$ cat src/sv/sphc_pkg.sv
`timescale 1ns / 1ps
// ---------------------------------------------------------------------------
// sphc_pkg: shared types and constants of the sign projection hash coder
// Defaults for the size parameters, fixed field widths and the command and
// status groups that join the controller to the datapath.
// ---------------------------------------------------------------------------
package sphc_pkg;

  localparam int MAX_DIM_DEFAULT       = 256;
  localparam int MAX_CODE_BITS_DEFAULT = 32;

  localparam int WEIGHT_W = 16;
  localparam int SAMPLE_W = 16;
  localparam int PROD_W   = 32;
  localparam int ACC_W    = 48;
  localparam int CODE_W   = 32;
  localparam int CLEN_W   = 6;

  localparam logic [CLEN_W-1:0] CLEN_RESET = 6'd16;

  // Request kinds on the input port.
  localparam logic KIND_WEIGHT  = 1'b0;
  localparam logic KIND_ELEMENT = 1'b1;

  typedef struct packed {
    logic weight_write;  // write the presented weight into the store
    logic elem_accept;   // take the presented query element
    logic mac_step;      // issue one column of the multiply-accumulate walk
    logic emit;          // form the code, present it and clear the query
  } sphc_cmd_t;

  typedef struct packed {
    logic index_full;    // the query already holds the maximum element count
    logic col_last;      // the column walk is at its final column
    logic pipe_busy;     // products are still in flight toward the accumulators
  } sphc_status_t;

endpackage

$ cat src/sv/sphc_ctrl.sv
`timescale 1ns / 1ps
// ---------------------------------------------------------------------------
// sphc_ctrl: controller of the sign projection hash coder
// Sequences weight writes, the column walk of each element, the drain of the
// multiply pipeline and the emission of a code.
// ---------------------------------------------------------------------------
module sphc_ctrl import sphc_pkg::*; (
  input  logic         clk,
  input  logic         rst,
  input  logic         start,
  input  logic         kind,
  input  logic         last,
  input  sphc_status_t status,
  output sphc_cmd_t    cmd,
  output logic         busy
);

  localparam logic [1:0] S_IDLE  = 2'd0;
  localparam logic [1:0] S_MAC   = 2'd1;
  localparam logic [1:0] S_DRAIN = 2'd2;
  localparam logic [1:0] S_EMIT  = 2'd3;

  logic [1:0] state;
  logic [1:0] state_next;
  logic       last_q;
  logic       accept;

  assign busy   = (state != S_IDLE);
  assign accept = start && (state == S_IDLE);

  always_comb begin
    state_next       = state;
    cmd.weight_write = 1'b0;
    cmd.elem_accept  = 1'b0;
    cmd.mac_step     = 1'b0;
    cmd.emit         = 1'b0;
    case (state)
      S_IDLE: begin
        if (accept) begin
          if (kind == KIND_WEIGHT) begin
            cmd.weight_write = 1'b1;
          end else begin
            cmd.elem_accept = 1'b1;
            if (!status.index_full) begin
              state_next = S_MAC;
            end else if (last) begin
              state_next = S_EMIT;
            end
          end
        end
      end
      S_MAC: begin
        cmd.mac_step = 1'b1;
        if (status.col_last) begin
          state_next = S_DRAIN;
        end
      end
      S_DRAIN: begin
        if (!status.pipe_busy) begin
          state_next = last_q ? S_EMIT : S_IDLE;
        end
      end
      S_EMIT: begin
        cmd.emit   = 1'b1;
        state_next = S_IDLE;
      end
      default: begin
        state_next = S_IDLE;
      end
    endcase
  end

  always_ff @(posedge clk) begin
    if (rst) begin
      state  <= S_IDLE;
      last_q <= 1'b0;
    end else begin
      state <= state_next;
      if (accept && (kind == KIND_ELEMENT)) begin
        last_q <= last;
      end
    end
  end

  // An element that fits in the query always keeps the block busy next cycle.
  a_elem_busy: assert property (@(posedge clk) disable iff (rst)
    (start && !busy && (kind == KIND_ELEMENT) && !status.index_full) |=> busy)
    else $error("element request did not start a column walk");

  // Emission lasts one cycle and is followed by an idle controller.
  a_emit_once: assert property (@(posedge clk) disable iff (rst)
    cmd.emit |=> (!cmd.emit && !busy))
    else $error("emit did not return to idle");

  // The column walk and the weight write never overlap.
  a_no_write_in_walk: assert property (@(posedge clk) disable iff (rst)
    cmd.mac_step |-> !(cmd.weight_write || cmd.elem_accept))
    else $error("request taken during the column walk");

endmodule

$ cat config.mk
export PLATFORM = sky130hd
export DESIGN_NAME = sphc_ctrl
export DESIGN_NICKNAME = d
export VERILOG_FILES = /design/src/sv/sphc_pkg.sv /design/src/sv/sphc_ctrl.sv
export SDC_FILE = /design/constraint.sdc
export NUM_CORES = 1
export LEC_CHECK = 0
export ABC_AREA = 1
export BUFFER_PORTS_ARGS = -buffer_cell sky130_fd_sc_hd__buf_2
export CELL_PAD_IN_SITES_DETAIL_PLACEMENT = 2
export CELL_PAD_IN_SITES_GLOBAL_PLACEMENT = 2
export CORE_AREA = 5 5 42 44
export CTS_CLUSTER_SIZE = 30
export DETAILED_ROUTE_END_ITERATION = 8
export DIE_AREA = 0 0 47 49
export PLACE_DENSITY = 0.72
export RECOVER_POWER = 100
export SLEW_MARGIN = 20
export SYNTH_ARGS = -nofsm -noshare
export SYNTH_HDL_FRONTEND = slang
export SYNTH_SLANG_ARGS = --single-unit
$ cat constraint.sdc
create_clock -name clk -period 2.4 [get_ports clk]
set_clock_uncertainty 0.15 [all_clocks]
set_input_delay 0.24 -clock clk [delete_from_list [all_inputs] [get_ports clk]]
set_output_delay 0.24 -clock clk [all_outputs]
set_load 0.005 [all_outputs]
==> reports/metrics.yaml <==
global_route:
  grt_usage_pct: 7.03
  grt_antenna_before_repair: 0
  grt_max_degree: 7
  overflow: 0
  grt_pass1_vias: 290
  grt_pass1_wl_um: 1150
synth:
  yosys.cell_types.count: 13
  synth_area_um2: 211
  avgSynthCellArea_um2: 5.87
  syn_inst: 36
  synth_warnings: 0
  synth_top_cell_area_share_pct: 28.4
  syn-num-nets: 44
  synthTopCellsByArea: "dfxtp_1, nand2_1, nand3_1"
  ys_seq_elements: 3
  yosysSeqAreaShare_pct: 28.4
  synth_top_area_cell: "dfxtp_1"
sta:
  slew_viol_final: 0
  slew_headroom_pct: 81.9
  setup_violations: 0
  fmax_ghz: 0.628
  setup-tns-final_ns: 0
  hold_viol_final: 0
  worstMarginPinSlew_ns: 0.271
  rsz0062_at_grt: "no"
  min_period_ns: 1.59
  post-route-period-util_pct: 66.3
cells_and_area:
  antenna_cells: 0
  area_delta_synth_final_pct: 45.6
  finalInstanceArea_um2: 308
  nets: 61
  drive_gt1_share_pct: 32.7
drt:
  drt-pass1-iter-count: 2
  wire_per_inst_um: 9.54
  finalWirelength_um: 649
  drt_drc_violations_left: 0
  vias_per_cell: 4.00
  vias: 272
  drtIter0Drc: 2
  ant_nets: 0
floorplanning:
  ios: 13
  core-area_um2: 1400
  start_util_pct: 15.1
  rows: 14
  dieArea_um2: 2300
  fp.dieH_um: 49
  die_width_um: 47
min_path:
  hold_class: "in -> reg"
power:
  p_int_uw: 169
  ir_drop_uv: 216
  power.leakage_nw: 0.175
  switchingPower_uw: 106
  seq_power_share_pct: 27.7
  swShare_pct: 38.5
  p_per_area_nw_per_um2: 893
  combPwrFrac_pct: 40.4
  clockPowerShare_pct: 31.8
setup_path:
  required_ns: 2.01
  path_delay_family: "simple AND/OR/NAND/NOR gates"
  critPathBufInv: 2
  path_cells: "nor2_1, nand3_1, clkinv_2, buf_2"
  cpPeakStageDelay_ns: 0.34
  crit_path_top_delay_cell: "dfxtp_1"
  crit_arrival_ns: 1.20
  critPathLaunchType: "flip-flop"
  cp-end-kind: "primary output"
  critical_path_class: "reg -> out"
  worstPathMaxFanout: 6
clocking:
  cts_made_buffers: 3
  htreeDepth: 1
  clockRootBuffer: "clkbuf_4"
  post_cts_resized: 0
  cts_tree: "built"
  holdBufCountCts: 0
  clk_latency_ns: 0.23
  cts_sinks: 3
  clkTransAtPathRegs_ns: 0.04
  cts_setup_buffers: 0
  max-clock-path-buffers: 2
placement:
  place_congestion: 0.658
  dp_hpwl_um: 568
  dpl_cell_area_um2: 292
  portBuffers: 12
flow_run:
  max_cap_violations: 0
run_status:
  status: "finished clean"
[worst reg2reg max path, stage by stage, from the launching register on]
cell      delay, ns
dfxtp_1        0.34
nor2_1         0.26
clkinv_1       0.13
nand2_1        0.08
nand3_1        0.08
a21oi_1        0.13
[layout by cell type (no fill, tap or decap), types with 2 or more instances in the layout]
cell      count
clkbuf_4      3
inv_1         6
a21oi_1       2
nand3_1       6
nand2_1      10
nor2_1        3
buf_2        10
dfxtp_1       3
clkbuf_1      3
[power groups by stage]
stage / Clock, mW / Sequential [mW] / Combinational, mW
2_1_floorplan: 0 / 0.0753 / 0.0789
3_3_place_gp: 0 / 0.0793 / 0.120
5_1_grt: 0.0965 / 0.0799 / 0.131
3_5_place_dp: 0 / 0.0791 / 0.122
4_1_cts: 0.0929 / 0.0783 / 0.122
6_report: 0.0875 / 0.0762 / 0.111
[metal layers]
layer	up-vias	part of all wire (%)	track usage [%]
met3	2	9.9	4.80
met2	10	45	9.73
met4	0	1.2	4.15
li1	143	-	-
met5	-	0	0
met1	117	44	7.66
[worst paths after layout]
check | start | to | slack [ns] | cells after the start
max | state[1]$_SDFFE_PP0P_ | cmd[2] | 0.81 | 4
min | rst | last_q$_SDFFE_PP0P_ | 0.05 | 2
max reg2reg | state[1]$_SDFFE_PP0P_ | state[0]$_SDFFE_PP0P_ | 1.17 | 5
min reg2reg | last_q$_SDFFE_PP0P_ | last_q$_SDFFE_PP0P_ | 0.33 | 2
[registers in the layout, indices dropped and copies added (netlist names)]
register,flops
last_q,1
state,2
[per-stage QoR]
stage          hold slack [ns]  power, mW  cells  worst slack, ns  utilization [%]
3_3_place_gp             0.287      0.200     64             1.17             20.8
4_1_cts                 0.0412      0.294     68            0.885             22.7
5_1_grt                 0.0579      0.307     68            0.681             22.0
3_5_place_dp             0.289      0.201     64             1.15             20.8
6_report                0.0477      0.275     68            0.808             22.0
2_1_floorplan            0.152      0.154     36             1.32                -
[synthesized netlist by cell type (all sizes together)]
library cell / n
a21oi: 3
clkinv: 1
dfxtp: 3
inv: 8
nand2: 11
nand3: 6
nor2: 3
o21ai: 1
[cells by family after synthesis]
| family | count (synthesis) | synth area share (%) |
|---|---|---|
| AND/OR/NAND/NOR | 20 | 43.8 |
| buffers and inverters | 9 | 16.6 |
| AO/OA/AOI/OAI | 4 | 11.2 |
| flip-flops | 3 | 28.4 |
[area by class of cell]
type | count | area, um2
Tap cell | 16 | 20.0
Fill cell | 195 | 1090
Inverter | 9 | 35.0
Sequential cell | 3 | 60.1
Clock buffer | 4 | 26.3
Timing Repair Buffer | 12 | 57.6
Multi-Input combinational cell | 24 | 109
No activity file was read; power rests on OpenSTA's default activity.
